`config.mk`:
```
export PLATFORM = sky130hd
export DESIGN_NAME = dirty_tile_frame_diff_top_flat
export DESIGN_NICKNAME = d
export VERILOG_FILES = /design/src/design/dtfd_pkg.sv /design/src/design/dtfd_req_if.sv /design/src/design/dtfd_rsp_if.sv /design/src/design/dirty_tile_frame_diff_top.sv /design/src/design/dtfd_ctrl.sv /design/src/design/dtfd_datapath.sv /design/src/flat_wrapper.sv
export SDC_FILE = /design/constraint.sdc
export NUM_CORES = 2
export LEC_CHECK = 0
export ABC_CLOCK_PERIOD_IN_PS = 8400
export BUFFER_PORTS_ARGS = -buffer_cell sky130_fd_sc_hd__buf_2
export CAP_MARGIN = 10
export CORE_MARGIN = 1
export CORE_UTILIZATION = 42
export CTS_BUF_LIST = sky130_fd_sc_hd__clkbuf_4
export CTS_CLUSTER_SIZE = 10
export DETAILED_ROUTE_END_ITERATION = 6
export HOLD_SLACK_MARGIN = 0.08
export PLACE_DENSITY_LB_ADDON = 0.25
export SLEW_MARGIN = 20
export SYNTH_ARGS = -nofsm -noshare
export SYNTH_HDL_FRONTEND = slang
export SYNTH_SLANG_ARGS = --single-unit
export TNS_END_PERCENT = 20
```
`constraint.sdc`:
```
create_clock -name clock -period 8.4 [get_ports clock]
set_input_delay 1.26 -clock clock [delete_from_list [all_inputs] [get_ports clock]]
set_output_delay 1.26 -clock clock [all_outputs]
set_load 0.05 [all_outputs]
```
`src/design/dtfd_pkg.sv`:
```
`timescale 1ns / 1ps

package dtfd_pkg;

   localparam int PIX_W      = 32;
   localparam int DIM_W      = 13;
   localparam int POS_W      = 12;
   localparam int TILE_SHIFT = 4;
   localparam int TIDX_W     = POS_W - TILE_SHIFT;
   localparam int BOX_W      = TIDX_W + 1;
   localparam int CNT_W      = 17;
   localparam int SCORE_W    = 7;
   localparam int NUM_W      = CNT_W + SCORE_W;
   localparam int AREA_W     = 2 * TIDX_W + 1;
   localparam int DIVCNT_W   = $clog2(NUM_W);
   localparam int LIM_W      = 11;
   localparam int CSR_IDX_W  = 1;

   localparam int DEF_MAX_TILE_COLS = 256;
   localparam int DEF_MAX_TILE_ROWS = 256;

   localparam logic [DIM_W-1:0]     DIM_MAX          = 13'd4096;
   localparam logic [DIM_W-1:0]     DIM_MIN          = 13'd1;
   localparam logic [DIM_W-1:0]     WIDTH_RESET      = 13'd1920;
   localparam logic [DIM_W-1:0]     HEIGHT_RESET     = 13'd1080;
   localparam logic [SCORE_W-1:0]   SCORE_SCALE      = 7'd100;
   localparam logic [BOX_W-1:0]     BOX_EMPTY        = '1;

   localparam logic [CSR_IDX_W-1:0] REG_FRAME_WIDTH  = 1'b0;
   localparam logic [CSR_IDX_W-1:0] REG_FRAME_HEIGHT = 1'b1;

   typedef struct packed {
      logic clear_step;
      logic accept;
      logic eval;
      logic prep;
      logic div_step;
      logic load_out;
   } cmd_type;

   typedef struct packed {
      logic clear_done;
      logic frame_end;
      logic snap_dirty;
      logic div_done;
      logic out_free;
   } status_type;

endpackage

```
`src/design/dtfd_req_if.sv`:
```
`timescale 1ns / 1ps

interface dtfd_req_if;
   logic                        valid;
   logic                        ready;
   logic [dtfd_pkg::PIX_W-1:0]  old_pixel;
   logic [dtfd_pkg::PIX_W-1:0]  new_pixel;
   logic                        frame_start;

   modport source (output valid, output old_pixel, output new_pixel, output frame_start,
                   input ready);
   modport sink   (input valid, input old_pixel, input new_pixel, input frame_start,
                   output ready);
endinterface

```
`src/design/dtfd_rsp_if.sv`:
```
`timescale 1ns / 1ps

interface dtfd_rsp_if;
   logic                          valid;
   logic                          ready;
   logic                          any_dirty;
   logic [dtfd_pkg::TIDX_W-1:0]   tile_left;
   logic [dtfd_pkg::TIDX_W-1:0]   tile_top;
   logic [dtfd_pkg::TIDX_W-1:0]   tile_right;
   logic [dtfd_pkg::TIDX_W-1:0]   tile_bottom;
   logic [dtfd_pkg::CNT_W-1:0]    dirty_count;
   logic [dtfd_pkg::SCORE_W-1:0]  score;
   logic [dtfd_pkg::POS_W-1:0]    bound_x;
   logic [dtfd_pkg::POS_W-1:0]    bound_y;
   logic [dtfd_pkg::DIM_W-1:0]    bound_w;
   logic [dtfd_pkg::DIM_W-1:0]    bound_h;

   modport source (output valid, output any_dirty, output tile_left, output tile_top,
                   output tile_right, output tile_bottom, output dirty_count, output score,
                   output bound_x, output bound_y, output bound_w, output bound_h,
                   input ready);
   modport sink   (input valid, input any_dirty, input tile_left, input tile_top,
                   input tile_right, input tile_bottom, input dirty_count, input score,
                   input bound_x, input bound_y, input bound_w, input bound_h,
                   output ready);
endinterface

```
`src/design/dirty_tile_frame_diff_top.sv`:
```
`timescale 1ns / 1ps
// channel   dir   beat
// req_chan  in    old_pixel, new_pixel, frame_start (one pixel pair)
// rsp_chan  out   frame summary: any_dirty, tile box, dirty_count, score, pixel bounds
// csr_*     in    csr_write_en, csr_index, csr_wdata (frame_width, frame_height)
//
// a pixel is accepted with its band flag read, then the flag read-modify-write follows
// the last pixel of a frame adds area/bounds setup, the divider for the score (only when a
// tile is dirty) and the load of the result register, which waits until that register is free
// after reset the band flag memory is swept, with req ready low
// a waiting summary does not block pixels; only the next summary waits for it
module dirty_tile_frame_diff_top #(
   parameter int MAX_TILE_COLS = dtfd_pkg::DEF_MAX_TILE_COLS,
   parameter int MAX_TILE_ROWS = dtfd_pkg::DEF_MAX_TILE_ROWS
) (
   input  logic                            clock,
   input  logic                            reset,
   dtfd_req_if.sink                        req_chan,
   dtfd_rsp_if.source                      rsp_chan,
   input  logic                            csr_write_en,
   input  logic [dtfd_pkg::CSR_IDX_W-1:0]  csr_index,
   input  logic [dtfd_pkg::DIM_W-1:0]      csr_wdata
);

   dtfd_pkg::cmd_type    cmd;
   dtfd_pkg::status_type status;

   dtfd_ctrl u_ctrl (
      .clock     (clock),
      .reset     (reset),
      .req_valid (req_chan.valid),
      .req_ready (req_chan.ready),
      .status    (status),
      .cmd       (cmd)
   );

   dtfd_datapath #(
      .MAX_TILE_COLS (MAX_TILE_COLS),
      .MAX_TILE_ROWS (MAX_TILE_ROWS)
   ) u_datapath (
      .clock           (clock),
      .reset           (reset),
      .cmd             (cmd),
      .status          (status),
      .req_old_pixel   (req_chan.old_pixel),
      .req_new_pixel   (req_chan.new_pixel),
      .req_frame_start (req_chan.frame_start),
      .csr_write_en    (csr_write_en),
      .csr_index       (csr_index),
      .csr_wdata       (csr_wdata),
      .rsp_valid       (rsp_chan.valid),
      .rsp_ready       (rsp_chan.ready),
      .rsp_any_dirty   (rsp_chan.any_dirty),
      .rsp_tile_left   (rsp_chan.tile_left),
      .rsp_tile_top    (rsp_chan.tile_top),
      .rsp_tile_right  (rsp_chan.tile_right),
      .rsp_tile_bottom (rsp_chan.tile_bottom),
      .rsp_dirty_count (rsp_chan.dirty_count),
      .rsp_score       (rsp_chan.score),
      .rsp_bound_x     (rsp_chan.bound_x),
      .rsp_bound_y     (rsp_chan.bound_y),
      .rsp_bound_w     (rsp_chan.bound_w),
      .rsp_bound_h     (rsp_chan.bound_h)
   );

endmodule

```
`src/design/dtfd_ctrl.sv`:
```
`timescale 1ns / 1ps

module dtfd_ctrl (
   input  logic                   clock,
   input  logic                   reset,
   input  logic                   req_valid,
   output logic                   req_ready,
   input  dtfd_pkg::status_type   status,
   output dtfd_pkg::cmd_type      cmd
);

   localparam logic [2:0] ST_CLEAR = 3'd0;
   localparam logic [2:0] ST_IDLE  = 3'd1;
   localparam logic [2:0] ST_EVAL  = 3'd2;
   localparam logic [2:0] ST_PREP  = 3'd3;
   localparam logic [2:0] ST_DIV   = 3'd4;
   localparam logic [2:0] ST_LOAD  = 3'd5;

   logic [2:0] state_ff;
   logic [2:0] state_in;

   always_comb begin
      state_in  = state_ff;
      cmd       = '0;
      req_ready = 1'b0;
      unique case (state_ff)
         ST_CLEAR: begin
            cmd.clear_step = 1'b1;
            if (status.clear_done) begin
               state_in = ST_IDLE;
            end
         end
         ST_IDLE: begin
            req_ready  = 1'b1;
            cmd.accept = req_valid;
            if (req_valid) begin
               state_in = ST_EVAL;
            end
         end
         ST_EVAL: begin
            cmd.eval = 1'b1;
            state_in = status.frame_end ? ST_PREP : ST_IDLE;
         end
         ST_PREP: begin
            cmd.prep = 1'b1;
            state_in = status.snap_dirty ? ST_DIV : ST_LOAD;
         end
         ST_DIV: begin
            cmd.div_step = 1'b1;
            if (status.div_done) begin
               state_in = ST_LOAD;
            end
         end
         ST_LOAD: begin
            cmd.load_out = status.out_free;
            if (status.out_free) begin
               state_in = ST_IDLE;
            end
         end
         default: begin
            state_in = ST_IDLE;
         end
      endcase
   end

   always_ff @(posedge clock) begin
      if (reset) begin
         state_ff <= ST_CLEAR;
      end else begin
         state_ff <= state_in;
      end
   end

endmodule

```
`src/design/dtfd_datapath.sv`:
```
`timescale 1ns / 1ps

module dtfd_datapath #(
   parameter int MAX_TILE_COLS = dtfd_pkg::DEF_MAX_TILE_COLS,
   parameter int MAX_TILE_ROWS = dtfd_pkg::DEF_MAX_TILE_ROWS
) (
   input  logic                               clock,
   input  logic                               reset,
   input  dtfd_pkg::cmd_type                  cmd,
   output dtfd_pkg::status_type               status,
   input  logic [dtfd_pkg::PIX_W-1:0]         req_old_pixel,
   input  logic [dtfd_pkg::PIX_W-1:0]         req_new_pixel,
   input  logic                               req_frame_start,
   input  logic                               csr_write_en,
   input  logic [dtfd_pkg::CSR_IDX_W-1:0]     csr_index,
   input  logic [dtfd_pkg::DIM_W-1:0]         csr_wdata,
   output logic                               rsp_valid,
   input  logic                               rsp_ready,
   output logic                               rsp_any_dirty,
   output logic [dtfd_pkg::TIDX_W-1:0]        rsp_tile_left,
   output logic [dtfd_pkg::TIDX_W-1:0]        rsp_tile_top,
   output logic [dtfd_pkg::TIDX_W-1:0]        rsp_tile_right,
   output logic [dtfd_pkg::TIDX_W-1:0]        rsp_tile_bottom,
   output logic [dtfd_pkg::CNT_W-1:0]         rsp_dirty_count,
   output logic [dtfd_pkg::SCORE_W-1:0]       rsp_score,
   output logic [dtfd_pkg::POS_W-1:0]         rsp_bound_x,
   output logic [dtfd_pkg::POS_W-1:0]         rsp_bound_y,
   output logic [dtfd_pkg::DIM_W-1:0]         rsp_bound_w,
   output logic [dtfd_pkg::DIM_W-1:0]         rsp_bound_h
);

   localparam int DIM_W   = dtfd_pkg::DIM_W;
   localparam int POS_W   = dtfd_pkg::POS_W;
   localparam int TS      = dtfd_pkg::TILE_SHIFT;
   localparam int TIDX_W  = dtfd_pkg::TIDX_W;
   localparam int BOX_W   = dtfd_pkg::BOX_W;
   localparam int CNT_W   = dtfd_pkg::CNT_W;
   localparam int NUM_W   = dtfd_pkg::NUM_W;
   localparam int AREA_W  = dtfd_pkg::AREA_W;
   localparam int SCORE_W = dtfd_pkg::SCORE_W;
   localparam int LIM_W   = dtfd_pkg::LIM_W;
   localparam int DC_W    = dtfd_pkg::DIVCNT_W;
   localparam int BAND_AW = (MAX_TILE_COLS > 1) ? $clog2(MAX_TILE_COLS) : 1;

   localparam logic [BAND_AW-1:0] BAND_LAST = BAND_AW'(MAX_TILE_COLS - 1);
   localparam logic [LIM_W-1:0]   COL_LIMIT = LIM_W'(MAX_TILE_COLS - 1);
   localparam logic [LIM_W-1:0]   ROW_LIMIT = LIM_W'(MAX_TILE_ROWS - 1);
   localparam logic [DC_W-1:0]    DIV_LAST  = DC_W'(NUM_W - 1);

   // configuration
   logic [DIM_W-1:0] frame_width_ff, frame_height_ff;
   logic [DIM_W-1:0] w_eff, h_eff;

   // scan position and per-frame tallies
   logic [POS_W-1:0]  col_ff, row_ff, col_in, row_in, col_eff, row_eff;
   logic [CNT_W-1:0]  tally_ff, tally_in, upd_tally;
   logic [BOX_W-1:0]  left_ff, left_in, upd_left, top_ff, top_in, upd_top;
   logic [TIDX_W-1:0] right_ff, right_in, upd_right, bottom_ff, bottom_in, upd_bottom;

   // pixel beat held for the band update
   logic [TIDX_W-1:0] tc_raw, tr_raw, tc_sel, tr_sel, tc_ff, tr_ff;
   logic              first_ff, diff_ff, hit, line_end, frame_end;

   // band flags
   logic               band_mem [MAX_TILE_COLS];
   logic               band_rd_ff;
   logic [BAND_AW-1:0] clr_idx_ff;

   // frame summary
   logic [CNT_W-1:0]  snap_tally_ff;
   logic [BOX_W-1:0]  snap_left_ff, snap_top_ff;
   logic [TIDX_W-1:0] snap_right_ff, snap_bottom_ff;
   logic [TIDX_W:0]   span_x, span_y;
   logic [AREA_W:0]   area_full;
   logic [NUM_W-1:0]  num_full;
   logic [DIM_W-1:0]  bx_full, by_full, ex_full, ey_full, ex_clip, ey_clip;
   logic [DIM_W-1:0]  bound_w_in, bound_h_in, bound_w_ff, bound_h_ff;

   // divider
   logic [AREA_W-1:0] area_ff, rem_ff, rem_in;
   logic [AREA_W:0]   rem_sh;
   logic [NUM_W-1:0]  quo_ff;
   logic [DC_W-1:0]   div_cnt_ff;
   logic              rem_ge;
   logic [SCORE_W-1:0] score_sat;

   logic rsp_valid_ff;

   always_ff @(posedge clock) begin
      if (reset) begin
         frame_width_ff  <= dtfd_pkg::WIDTH_RESET;
         frame_height_ff <= dtfd_pkg::HEIGHT_RESET;
      end else if (csr_write_en) begin
         case (csr_index)
            dtfd_pkg::REG_FRAME_WIDTH:  frame_width_ff  <= csr_wdata;
            dtfd_pkg::REG_FRAME_HEIGHT: frame_height_ff <= csr_wdata;
            default: begin
            end
         endcase
      end
   end

   always_comb begin
      if (frame_width_ff == '0) begin
         w_eff = dtfd_pkg::DIM_MIN;
      end else if (frame_width_ff > dtfd_pkg::DIM_MAX) begin
         w_eff = dtfd_pkg::DIM_MAX;
      end else begin
         w_eff = frame_width_ff;
      end
      if (frame_height_ff == '0) begin
         h_eff = dtfd_pkg::DIM_MIN;
      end else if (frame_height_ff > dtfd_pkg::DIM_MAX) begin
         h_eff = dtfd_pkg::DIM_MAX;
      end else begin
         h_eff = frame_height_ff;
      end
   end

   // tile of the incoming beat
   always_comb begin
      col_eff = req_frame_start ? '0 : col_ff;
      row_eff = req_frame_start ? '0 : row_ff;
      tc_raw  = col_eff[POS_W-1:TS];
      tr_raw  = row_eff[POS_W-1:TS];
      tc_sel  = (LIM_W'(tc_raw) > COL_LIMIT) ? COL_LIMIT[TIDX_W-1:0] : tc_raw;
      tr_sel  = (LIM_W'(tr_raw) > ROW_LIMIT) ? ROW_LIMIT[TIDX_W-1:0] : tr_raw;
   end

   always_ff @(posedge clock) begin
      if (cmd.accept) begin
         tc_ff      <= tc_sel;
         tr_ff      <= tr_sel;
         first_ff   <= (col_eff[TS-1:0] == '0) && (row_eff[TS-1:0] == '0);
         diff_ff    <= req_old_pixel != req_new_pixel;
         band_rd_ff <= band_mem[BAND_AW'(tc_sel)];
      end
      if (cmd.clear_step) begin
         band_mem[clr_idx_ff] <= 1'b0;
      end else if (cmd.eval && (first_ff || hit)) begin
         band_mem[BAND_AW'(tc_ff)] <= hit;
      end
   end

   always_ff @(posedge clock) begin
      if (reset) begin
         clr_idx_ff <= '0;
      end else if (cmd.clear_step && clr_idx_ff != BAND_LAST) begin
         clr_idx_ff <= clr_idx_ff + 1'b1;
      end
   end

   assign hit       = diff_ff && (first_ff || !band_rd_ff);
   assign line_end  = (DIM_W'(col_ff) + 1'b1) >= w_eff;
   assign frame_end = line_end && ((DIM_W'(row_ff) + 1'b1) >= h_eff);

   always_comb begin
      upd_tally  = tally_ff + CNT_W'(hit);
      upd_left   = (hit && BOX_W'(tc_ff) < left_ff) ? BOX_W'(tc_ff) : left_ff;
      upd_top    = (hit && BOX_W'(tr_ff) < top_ff) ? BOX_W'(tr_ff) : top_ff;
      upd_right  = (hit && tc_ff > right_ff) ? tc_ff : right_ff;
      upd_bottom = (hit && tr_ff > bottom_ff) ? tr_ff : bottom_ff;
      col_in     = col_ff;
      row_in     = row_ff;
      tally_in   = tally_ff;
      left_in    = left_ff;
      top_in     = top_ff;
      right_in   = right_ff;
      bottom_in  = bottom_ff;
      if ((cmd.accept && req_frame_start) || (cmd.eval && frame_end)) begin
         col_in    = '0;
         row_in    = '0;
         tally_in  = '0;
         left_in   = dtfd_pkg::BOX_EMPTY;
         top_in    = dtfd_pkg::BOX_EMPTY;
         right_in  = '0;
         bottom_in = '0;
      end else if (cmd.eval) begin
         tally_in  = upd_tally;
         left_in   = upd_left;
         top_in    = upd_top;
         right_in  = upd_right;
         bottom_in = upd_bottom;
         if (line_end) begin
            col_in = '0;
            row_in = row_ff + 1'b1;
         end else begin
            col_in = col_ff + 1'b1;
         end
      end
   end

   always_ff @(posedge clock) begin
      if (reset) begin
         col_ff    <= '0;
         row_ff    <= '0;
         tally_ff  <= '0;
         left_ff   <= dtfd_pkg::BOX_EMPTY;
         top_ff    <= dtfd_pkg::BOX_EMPTY;
         right_ff  <= '0;
         bottom_ff <= '0;
      end else begin
         col_ff    <= col_in;
         row_ff    <= row_in;
         tally_ff  <= tally_in;
         left_ff   <= left_in;
         top_ff    <= top_in;
         right_ff  <= right_in;
         bottom_ff <= bottom_in;
      end
   end

   always_ff @(posedge clock) begin
      if (cmd.eval && frame_end) begin
         snap_tally_ff  <= upd_tally;
         snap_left_ff   <= upd_left;
         snap_top_ff    <= upd_top;
         snap_right_ff  <= upd_right;
         snap_bottom_ff <= upd_bottom;
      end
   end

   // box area, scaled count and clipped pixel bounds
   always_comb begin
      span_x     = {1'b0, snap_right_ff} - {1'b0, snap_left_ff[TIDX_W-1:0]} + 1'b1;
      span_y     = {1'b0, snap_bottom_ff} - {1'b0, snap_top_ff[TIDX_W-1:0]} + 1'b1;
      area_full  = span_x * span_y;
      num_full   = snap_tally_ff * dtfd_pkg::SCORE_SCALE;
      bx_full    = {1'b0, snap_left_ff[TIDX_W-1:0], {TS{1'b0}}};
      by_full    = {1'b0, snap_top_ff[TIDX_W-1:0], {TS{1'b0}}};
      ex_full    = {({1'b0, snap_right_ff} + 1'b1), {TS{1'b0}}};
      ey_full    = {({1'b0, snap_bottom_ff} + 1'b1), {TS{1'b0}}};
      ex_clip    = (ex_full > w_eff) ? w_eff : ex_full;
      ey_clip    = (ey_full > h_eff) ? h_eff : ey_full;
      bound_w_in = (ex_clip > bx_full) ? ex_clip - bx_full : '0;
      bound_h_in = (ey_clip > by_full) ? ey_clip - by_full : '0;
   end

   // restoring divider, one quotient bit per cycle
   always_comb begin
      rem_sh = {rem_ff, quo_ff[NUM_W-1]};
      rem_ge = rem_sh >= {1'b0, area_ff};
      rem_in = rem_ge ? AREA_W'(rem_sh - {1'b0, area_ff}) : rem_sh[AREA_W-1:0];
      score_sat = (quo_ff > NUM_W'(dtfd_pkg::SCORE_SCALE)) ?
                  dtfd_pkg::SCORE_SCALE : quo_ff[SCORE_W-1:0];
   end

   always_ff @(posedge clock) begin
      if (cmd.prep) begin
         area_ff    <= area_full[AREA_W-1:0];
         quo_ff     <= num_full;
         rem_ff     <= '0;
         div_cnt_ff <= '0;
         bound_w_ff <= bound_w_in;
         bound_h_ff <= bound_h_in;
      end else if (cmd.div_step) begin
         rem_ff     <= rem_in;
         quo_ff     <= {quo_ff[NUM_W-2:0], rem_ge};
         div_cnt_ff <= div_cnt_ff + 1'b1;
      end
   end

   // result register
   always_ff @(posedge clock) begin
      if (reset) begin
         rsp_valid_ff <= 1'b0;
      end else if (cmd.load_out) begin
         rsp_valid_ff <= 1'b1;
      end else if (rsp_ready) begin
         rsp_valid_ff <= 1'b0;
      end
   end

   always_ff @(posedge clock) begin
      if (cmd.load_out) begin
         if (snap_tally_ff != '0) begin
            rsp_any_dirty   <= 1'b1;
            rsp_tile_left   <= snap_left_ff[TIDX_W-1:0];
            rsp_tile_top    <= snap_top_ff[TIDX_W-1:0];
            rsp_tile_right  <= snap_right_ff;
            rsp_tile_bottom <= snap_bottom_ff;
            rsp_dirty_count <= snap_tally_ff;
            rsp_score       <= score_sat;
            rsp_bound_x     <= bx_full[POS_W-1:0];
            rsp_bound_y     <= by_full[POS_W-1:0];
            rsp_bound_w     <= bound_w_ff;
            rsp_bound_h     <= bound_h_ff;
         end else begin
            rsp_any_dirty   <= 1'b0;
            rsp_tile_left   <= '0;
            rsp_tile_top    <= '0;
            rsp_tile_right  <= '0;
            rsp_tile_bottom <= '0;
            rsp_dirty_count <= '0;
            rsp_score       <= '0;
            rsp_bound_x     <= '0;
            rsp_bound_y     <= '0;
            rsp_bound_w     <= '0;
            rsp_bound_h     <= '0;
         end
      end
   end

   assign rsp_valid         = rsp_valid_ff;
   assign status.clear_done = clr_idx_ff == BAND_LAST;
   assign status.frame_end  = frame_end;
   assign status.snap_dirty = snap_tally_ff != '0;
   assign status.div_done   = div_cnt_ff == DIV_LAST;
   assign status.out_free   = !rsp_valid_ff || rsp_ready;

   a_cmd_exclusive: assert property (@(posedge clock) disable iff (reset)
      $onehot0(cmd))
      else $error("more than one datapath command at once");

   a_frame_end_wraps: assert property (@(posedge clock) disable iff (reset)
      cmd.eval && frame_end |=> col_ff == '0 && row_ff == '0 && tally_ff == '0)
      else $error("tallies not cleared after frame end");

   a_box_ordered: assert property (@(posedge clock) disable iff (reset)
      cmd.prep && snap_tally_ff != '0 |->
         snap_left_ff[TIDX_W-1:0] <= snap_right_ff &&
         snap_top_ff[TIDX_W-1:0] <= snap_bottom_ff)
      else $error("dirty box inverted");

   a_clean_summary: assert property (@(posedge clock) disable iff (reset)
      rsp_valid_ff && !rsp_any_dirty |-> rsp_dirty_count == '0 && rsp_score == '0)
      else $error("clean frame summary carries a count");

endmodule
```
`src/flat_wrapper.sv`:
```
// flat-port wrapper written by rule: the top's interface ports become plain ports
module dirty_tile_frame_diff_top_flat 
#(
   parameter int MAX_TILE_COLS = dtfd_pkg::DEF_MAX_TILE_COLS,
   parameter int MAX_TILE_ROWS = dtfd_pkg::DEF_MAX_TILE_ROWS
)
  (clock, reset, csr_write_en, csr_index, csr_wdata, req_chan_valid, req_chan_old_pixel, req_chan_new_pixel, req_chan_frame_start, req_chan_ready, rsp_chan_valid, rsp_chan_any_dirty, rsp_chan_tile_left, rsp_chan_tile_top, rsp_chan_tile_right, rsp_chan_tile_bottom, rsp_chan_dirty_count, rsp_chan_score, rsp_chan_bound_x, rsp_chan_bound_y, rsp_chan_bound_w, rsp_chan_bound_h, rsp_chan_ready);
  dtfd_req_if req_chan_i ();
  dtfd_rsp_if rsp_chan_i ();
  input  logic clock;
  input  logic reset;
  input  logic csr_write_en;
  input  logic [dtfd_pkg::CSR_IDX_W-1:0] csr_index;
  input  logic [dtfd_pkg::DIM_W-1:0] csr_wdata;
  input wire logic [$bits(req_chan_i.valid)-1:0] req_chan_valid;
  input wire logic [$bits(req_chan_i.old_pixel)-1:0] req_chan_old_pixel;
  input wire logic [$bits(req_chan_i.new_pixel)-1:0] req_chan_new_pixel;
  input wire logic [$bits(req_chan_i.frame_start)-1:0] req_chan_frame_start;
  output wire logic [$bits(req_chan_i.ready)-1:0] req_chan_ready;
  output wire logic [$bits(rsp_chan_i.valid)-1:0] rsp_chan_valid;
  output wire logic [$bits(rsp_chan_i.any_dirty)-1:0] rsp_chan_any_dirty;
  output wire logic [$bits(rsp_chan_i.tile_left)-1:0] rsp_chan_tile_left;
  output wire logic [$bits(rsp_chan_i.tile_top)-1:0] rsp_chan_tile_top;
  output wire logic [$bits(rsp_chan_i.tile_right)-1:0] rsp_chan_tile_right;
  output wire logic [$bits(rsp_chan_i.tile_bottom)-1:0] rsp_chan_tile_bottom;
  output wire logic [$bits(rsp_chan_i.dirty_count)-1:0] rsp_chan_dirty_count;
  output wire logic [$bits(rsp_chan_i.score)-1:0] rsp_chan_score;
  output wire logic [$bits(rsp_chan_i.bound_x)-1:0] rsp_chan_bound_x;
  output wire logic [$bits(rsp_chan_i.bound_y)-1:0] rsp_chan_bound_y;
  output wire logic [$bits(rsp_chan_i.bound_w)-1:0] rsp_chan_bound_w;
  output wire logic [$bits(rsp_chan_i.bound_h)-1:0] rsp_chan_bound_h;
  input wire logic [$bits(rsp_chan_i.ready)-1:0] rsp_chan_ready;
  assign req_chan_i.valid = req_chan_valid;
  assign req_chan_i.old_pixel = req_chan_old_pixel;
  assign req_chan_i.new_pixel = req_chan_new_pixel;
  assign req_chan_i.frame_start = req_chan_frame_start;
  assign req_chan_ready = req_chan_i.ready;
  assign rsp_chan_valid = rsp_chan_i.valid;
  assign rsp_chan_any_dirty = rsp_chan_i.any_dirty;
  assign rsp_chan_tile_left = rsp_chan_i.tile_left;
  assign rsp_chan_tile_top = rsp_chan_i.tile_top;
  assign rsp_chan_tile_right = rsp_chan_i.tile_right;
  assign rsp_chan_tile_bottom = rsp_chan_i.tile_bottom;
  assign rsp_chan_dirty_count = rsp_chan_i.dirty_count;
  assign rsp_chan_score = rsp_chan_i.score;
  assign rsp_chan_bound_x = rsp_chan_i.bound_x;
  assign rsp_chan_bound_y = rsp_chan_i.bound_y;
  assign rsp_chan_bound_w = rsp_chan_i.bound_w;
  assign rsp_chan_bound_h = rsp_chan_i.bound_h;
  assign rsp_chan_i.ready = rsp_chan_ready;
  dirty_tile_frame_diff_top #(.MAX_TILE_COLS(MAX_TILE_COLS), .MAX_TILE_ROWS(MAX_TILE_ROWS)) u_core (.clock(clock), .reset(reset), .req_chan(req_chan_i), .rsp_chan(rsp_chan_i), .csr_write_en(csr_write_en), .csr_index(csr_index), .csr_wdata(csr_wdata));
endmodule
```
* Word level (Yosys, flattened, before mapping)
Memory sizes are Yosys's and may differ from the RTL's. A register that Yosys moved wholly into a read port is not among the register bits.
Cells that the tools add are included.
** Word-level totals
- Output and inout port bits :: 109
- Flip-flop bits (word level) :: 360
- Memories :: 1
- Memory bits (writable) :: 256
- Input port bits :: 84
- Word-level logic and storage cells :: 162
** Memory list
- u_core.u_datapath.band_mem :: words 256, bits a word 1, read ports 1, clocked after Yosys merged registers in 1, wr ports 1, RTL line dtfd_datapath.sv:65 : logic band_mem [MAX_TILE_COLS];
** Cells by class
- Bitwise operators :: 2
- Multiplexer cells :: 42
- Equality and inequality tests :: 13
- Multipliers :: 2
- Order comparisons :: 14
- Add/subtract/negate cells :: 16
- Reduce and logical (&&, ||, !) cells :: 32
** Operators by type and width (count)
- $mux 13 :: 6
- $mux 24 :: 2
- $ne 32x32->1 :: 1
- $add 12x1->13 const B :: 2
- $ge 13x13->1 :: 2
- $gt 13x12->1 :: 2
- $gt 13x13->1 :: 2
- $gt 13x13->1 const B :: 2
- $logic_not 13->1 :: 2
- $sub 13x12->13 :: 2
- $add 12x1->12 const B :: 2
- $gt 24x7->1 const B :: 1
- $mux 12 :: 2
- $mux 8 :: 3
- $mul 17x5->22 const B :: 1
- $add 8x1->9 const B :: 2
- $add 9x1->9 const B :: 2
- $ge 18x17->1 :: 1
- $lt 8x9->1 :: 2
- $mux 1 :: 18
- $mux 9 :: 2
- $pmux 3 s6 :: 1
- $sub 8x8->9 :: 2
- $add 17x1->17 :: 1
- other kinds (30) :: 58

* Depth between registers and ports, before layout
- Word-level depth :: 10
- Depth in mapped cells :: 28
- Depth with buffers taken out :: 28

* Cells and area by module
From an unflattened synthesis, not the netlist that was laid out.
** Unflattened totals
- Cells, all modules :: 3310
- Area, all modules :: 34988.6 µm²
** Modules (own cells, without submodules)
- dtfd_datapath :: seq. area each 16856.2 µm², area each 34769.6 µm², cells each 3284, times used 1
- dtfd_ctrl :: seq. area each 60.1 µm², area each 219.0 µm², cells each 26, times used 1

* Worst setup path before layout
Ideal clock, no wire load.
- Path kind :: register to register
- Start point :: reg u_core.u_datapath.snap_top_ff[1]
- End point :: reg u_core.u_datapath.area_ff[16], data pin
- Path buffers :: 0
- Arrival time :: 5.866 ns
- Slack :: 2.274 ns
- Stages on the path, launching flop included :: 23
- Clock period less this slack :: 6.126 ns
- Required time :: 8.140 ns
- Library setup time :: 0.260 ns
- Path through :: edfxtp_1 -> ha_1 -> inv_1 -> ha_1 -> fa_1 -> a21o_1 -> a21oi_1 -> o21bai_1 -> a21oi_1 -> xor2_1 -> nor2_1 -> fa_1 -> fa_1 -> fa_1 -> inv_1 -> fa_1 -> inv_1 -> ha_1 -> a21o_1 -> a31o_2 -> a41oi_1 -> a21oi_1 -> xnor2_1
** On the way
- Longest elaborated chain between the ends :: 3
** RTL lines
- from (decl) :: RTL line dtfd_datapath.sv:71 : logic [BOX_W-1:0] snap_left_ff, snap_top_ff;
- from (signal assigned) :: RTL line dtfd_datapath.sv:217 : snap_top_ff <= upd_top;
- $sub 8x8->9 :: RTL line dtfd_datapath.sv:226 : span_y = {1'b0, snap_bottom_ff} - {1'b0, snap_top_ff[TIDX_W-1:0]} + 1'b1;
- $add 9x1->9 :: RTL line dtfd_datapath.sv:226
- $mul 9x9->17 :: RTL line dtfd_datapath.sv:227 : area_full = span_x * span_y;
- net u_core.u_datapath.area_full[16] :: RTL line dtfd_datapath.sv:74 : logic [AREA_W:0] area_full;
- to (signal assigned) :: RTL line dtfd_datapath.sv:250 : area_ff <= area_full[AREA_W-1:0];
- to (decl) :: RTL line dtfd_datapath.sv:80 : logic [AREA_W-1:0] area_ff, rem_ff, rem_in;
The timed path passes the listed nets, and every way through them passes these cells.
A chain may end at the register's enable or synchronous reset.

* Final worst setup path
- Start point :: reg u_core.u_datapath.snap_bottom_ff[1]
- End point :: reg u_core.u_datapath.area_ff[16], data pin
** On the way
- Longest elaborated chain between the ends :: 3
** RTL lines
- from (decl) :: RTL line dtfd_datapath.sv:72 : logic [TIDX_W-1:0] snap_right_ff, snap_bottom_ff;
- from (signal assigned) :: RTL line dtfd_datapath.sv:219 : snap_bottom_ff <= upd_bottom;
- $sub 8x8->9 :: RTL line dtfd_datapath.sv:226
- $add 9x1->9 :: RTL line dtfd_datapath.sv:226
- $mul 9x9->17 :: RTL line dtfd_datapath.sv:227
- net u_core.u_datapath.area_full[16] :: RTL line dtfd_datapath.sv:74
The timed path passes the listed nets, and every way through them passes these cells.

==> run summary <==
OUTCOME
----------------------------------------------------------------------------------
Run status                                                               completed

FLOORPLAN
----------------------------------------------------------------------------------
Top-level port count                                                           193
Die footprint                                                            84100 um2
Area of the core                                                         82100 um2
Die Span Y                                                                  290 um
Starting utilization of the core area                                        0.424
Die width                                                                   290 um
Num rows                                                                       105

STA
----------------------------------------------------------------------------------
Max-Slew Margin vs Limit                                                     0.242
Summed negative setup slack over all endpoints                                0 ps
Fin crit period                                                            6740 ps
Share of the clock period used by the worst path after layout                0.802
Actual transition at the worst max-transition pin                          1140 ps
Fmax                                                                       148 MHz
Final max-slew violation count                                                   0
Worst setup slack after layout                                             1660 ps
Count of final setup violators                                                   0
Worst clock skew                                                           80.4 ps
Setup repair after global routing missed its margin                          false
Hold violation count in the final report                                         0

LOGIC SYNTHESIS
----------------------------------------------------------------------------------
Share of synthesized flip-flops with an asynchronous set or reset                0
Number of warning messages in the yosys log                                      0
Mux contribution to synthesized area                                        0.0451
Post-synthesis compound-gate area fraction                                   0.104
Adder-cell share of the synthesized area                                     0.126
Combinational family with the most area after synthesis               simple AND/OR/NAND/NOR gates
Number of library cell types mapped by synthesis                                82
Fraction of synthesized cell area in xor and xnor cells                     0.0422
Number of synthesized register bits                                            609
Netlist area before placement                                            34900 um2
Synthesized instance count                                                    3357
Number of enable-type register cells in the synthesized netlist                472
Sequential-to-total area share from yosys stat                               0.485
Post-synthesis simple-gate area fraction                                     0.146
Average footprint of a synthesized cell                                   10.4 um2
Most used flip-flop cell after synthesis                                  edfxtp_1

SETUP PATH
----------------------------------------------------------------------------------
Cell type of the slowest stage on the worst timing path                     xor2_1
Critical path startpoint category                                        flip-flop
Biggest cell delay along the critical path                                  610 ps
Class of the most critical setup path                                 flip-flop to flip-flop
Data arrival at the endpoint of the critical path                          7500 ps
Kind of cell adding the most delay to the critical path                adder cells
Req. time, crit path                                                       9160 ps
Maximum fanout count along the critical path                                     9
Chain of cells forming the critical path                              inv_1 > ha_1 > inv_1 > ha_1 > fa_1 > a21o_1 > a21oi_1 > o21bai_1 > a21oi_1 > xor2_1 > nor2_1 > fa_1 > fa_1 > fa_1 > inv_1 > fa_1 > inv_1 > ha_1 > a21o_1 > a31o_2 > a41oi_1 > a21oi_1 > xnor2_1
Crit path buffers/inverters                                                      4
Most used cell along the critical path                                        fa_1
Kind of capture point of the worst setup path                            flip-flop

POWER AND IR DROP
----------------------------------------------------------------------------------
Switching Fraction                                                           0.233
Switching power of the nets                                                1.43 mW
Power per standard cell area                                            159 nW/um2
Cell Int Power                                                             4.71 mW
Share of power burned in the clock network                                   0.440
Combinational group share of total power                                     0.036
Worst vdd rail ir drop                                                  0.000118 V
Leakage Power                                                              14.7 nW
Sequential share of power                                                    0.524

DRT
----------------------------------------------------------------------------------
DRC                                                                              0
Total detailed-routing wirelength                                         84800 um
Antenna Nets Post-Route                                                          0
First-pass iteration count of the detailed router                                5
Routed vias                                                                  25109
Drt first-iter violations                                                     1798
Via-per-instance ratio                                                        5.26
Post-DR wirelength/cell                                                    17.8 um

CTS
----------------------------------------------------------------------------------
Number of sinks driven by the clock tree                                       609
TritonCTS Buffers                                                              165
Reg clk slew, reported paths                                                 60 ps
Buffers inserted during post-CTS setup optimization                              0
Hold Buf Count CTS                                                               0
Source-to-sink clock delay at the later pin of the worst-skew pair         1050 ps
Number of H-tree branching levels                                                4
Resized Gates After CTS                                                          0
Root cell of the clock tree                                               clkbuf_4
CTS tree                                                                      done
Clock buffer depth                                                               3

FINISH
----------------------------------------------------------------------------------
Share of final-layout standard cells stronger than drive strength 1          0.146
Final non-filler cell total                                                   4774
Area added between synthesis and finish                                      11.3%
Area of all placed cells without fillers                                 38800 um2
Post-layout net count                                                         3971
# fillers                                                                     7712

GLOBAL ROUTE
----------------------------------------------------------------------------------
Antenna violations before repair                                                 5
Via count of the first global-routing pass                                   24160
First-pass GRT wire length                                               131000 um
Pin count of the biggest net entering global routing                           168
GRT Total Usage                                                              0.200
Global route overflow                                                            0

PLACED DESIGN
----------------------------------------------------------------------------------
Minimum setup slack after placement                                        1740 ps
Cell total after placement                                                    4479
Instance area at placement                                               36600 um2
Final HPWL DP                                                             58500 um
Count of port buffers added during placement                                   184
Routability cong.                                                            0.892

RUN
----------------------------------------------------------------------------------
Number of violations of the max-capacitance limit                                0

HOLD PATH
----------------------------------------------------------------------------------
Min-Delay Path Class                                                  input port to flip-flop

==> worst paths after layout <==
kind	start	endpoint	slack [ps]	cells past startpoint
setup / recovery	u_core.u_datapath.snap_bottom_ff[1]	u_core.u_datapath.area_ff[16]	1660	23
setup reg to reg	u_core.u_datapath.snap_bottom_ff[1]	u_core.u_datapath.area_ff[16]	1660	23
hold / removal	csr_wdata[3]	u_core.u_datapath.frame_height_ff[3]	440	3
hold reg to reg	u_core.u_datapath.top_ff[8]	u_core.u_datapath.top_ff[8]	450	1
==> worst min-delay path: cells and delay by family <==
family | cells | cell delay, ps
simple gates | 2 | 100
buf+inv | 1 | 90
==> power groups by stage <==
stage | clock network [mW] | registers [mW] | logic, mW
final | 2.70 | 3.22 | 0.220
after global routing | 2.95 | 3.22 | 0.240
after CTS | 2.79 | 3.22 | 0.217
after detailed placement | 0 | 3.29 | 0.216
after global placement | 0 | 3.29 | 0.214
after floorplan | 0 | 3.28 | 0.146
==> layer usage <==
layer / track usage / share of wire
met1: 0.267 / 0.45
met2: 0.319 / 0.46
met3: 0.0434 / 0.063
met4: 0.0749 / 0.026
met5: 0 / 0
==> logic make-up (layout without fill, tap and decap cells) <==
logic type,count (synthesis),count (layout)
AOI/OAI and AO/OA,559,559
xor gates and xnor gates,168,168
adders and majority gates,311,311
buffers and inverters,436,771
DFF,609,609
muxes,154,154
other,1,13
and+or+nand+nor,1119,1119
==> state kept, by name, summed over array words and instances, names as in the netlist, 9 cells and up <==
| name | flops |
|---|---|
| u_core.u_datapath.frame_width_ff | 13 |
| u_core.u_datapath.col_ff | 12 |
| u_core.u_datapath.frame_height_ff | 13 |
| u_core.u_datapath.rsp_dirty_count | 17 |
| u_core.u_datapath.row_ff | 12 |
| u_core.u_datapath.band_mem | 256 |
| u_core.u_datapath.rsp_bound_h | 13 |
| u_core.u_datapath.left_ff | 9 |
| u_core.u_datapath.rsp_bound_w | 13 |
| u_core.u_datapath.bound_w_ff | 13 |
| u_core.u_datapath.bound_h_ff | 13 |
| u_core.u_datapath.snap_tally_ff | 17 |
| u_core.u_datapath.area_ff | 17 |
| u_core.u_datapath.tally_ff | 17 |
| u_core.u_datapath.rem_ff | 17 |
| u_core.u_datapath.quo_ff | 24 |
| u_core.u_datapath.top_ff | 9 |
==> synthesized netlist by cell type, types with 5 or more instances <==
master	instances	share of area
nor2_1	506	0.054
o21bai_1	9	0.0019
o21ai_1	5	0.00072
or3_1	14	0.0025
o211ai_1	11	0.0024
a22o_1	7	0.0018
o22ai_1	33	0.0059
mux2i_1	140	0.040
a211o_1	9	0.0023
nand3b_1	28	0.0060
a311o_1	8	0.0023
a21o_1	43	0.0093
xnor2_1	96	0.024
clkbuf_1	107	0.012
or2_2	14	0.0025
a22oi_1	20	0.0043
fa_1	66	0.038
a21oi_1	164	0.024
nand2b_1	31	0.0056
a221oi_1	17	0.0043
o31ai_1	14	0.0030
edfxtp_1	472	0.41
and2_1	13	0.0023
a21boi_0	5	0.0011
and3_1	22	0.0039
nand4_1	37	0.0066
inv_1	269	0.029
nor4_1	17	0.0031
buf_2	18	0.0026
buf_4	34	0.0073
a211oi_1	31	0.0067
o21a_1	11	0.0024
ha_1	245	0.088
nor3_1	43	0.0062
o21ai_0	120	0.017
mux2_2	13	0.0042
dfxtp_1	137	0.079
a31oi_1	9	0.0016
nand3_1	39	0.0056
o221ai_1	6	0.0015
nor2b_1	91	0.016
nand2_1	250	0.027
xor2_1	72	0.018
==> metrics by stage <==
step	util	power, mW	hold slack [ps]
global route	0.472	6.42	351
floorplan	-	3.43	421
finish	0.472	6.15	443
CTS	0.472	6.24	328
global placement	0.446	3.50	437
detailed placement	0.446	3.50	441
==> layout make-up <==
type / instances / area, um2 / area share
Antenna cell: 5 / 12.5 / 0.000323
Clock buffer: 247 / 1850 / 0.0478
Clock inverter: 43 / 307 / 0.00790
Inverter: 271 / 1020 / 0.0264
Multi-Input combinational cell: 2319 / 16200 / 0.418
Sequential cell: 609 / 16900 / 0.436
Tap cell: 1070 / 1340 / 0.0345
Timing Repair Buffer: 210 / 1120 / 0.0288
==> placed cells by master, fill, tap and decap left out, drive strengths merged, types with 8 or more instances in the layout <==
cell      n
and3     23
nor3     44
fa       66
nand3b   28
nor2b    92
nor4     17
o21a     11
o21bai    9
dfxtp   137
a21o     43
o21ai   125
xnor2    96
buf     210
a211o     9
o31ai    16
nand2b   31
nand3    39
xor2     72
nand4    37
nor2    506
inv     277
conb      8
a311o     8
edfxtp  472
o211ai   11
clkbuf  247
or3      14
ha      245
a22oi    20
and2     13
or2      14
o22ai    33
clkinv   35
mux2i   140
a21oi   168
a221oi   17
a211oi   31
a31oi     9
mux2     13
nand2   250
Note: power is estimated with default switching activity, not from simulation.
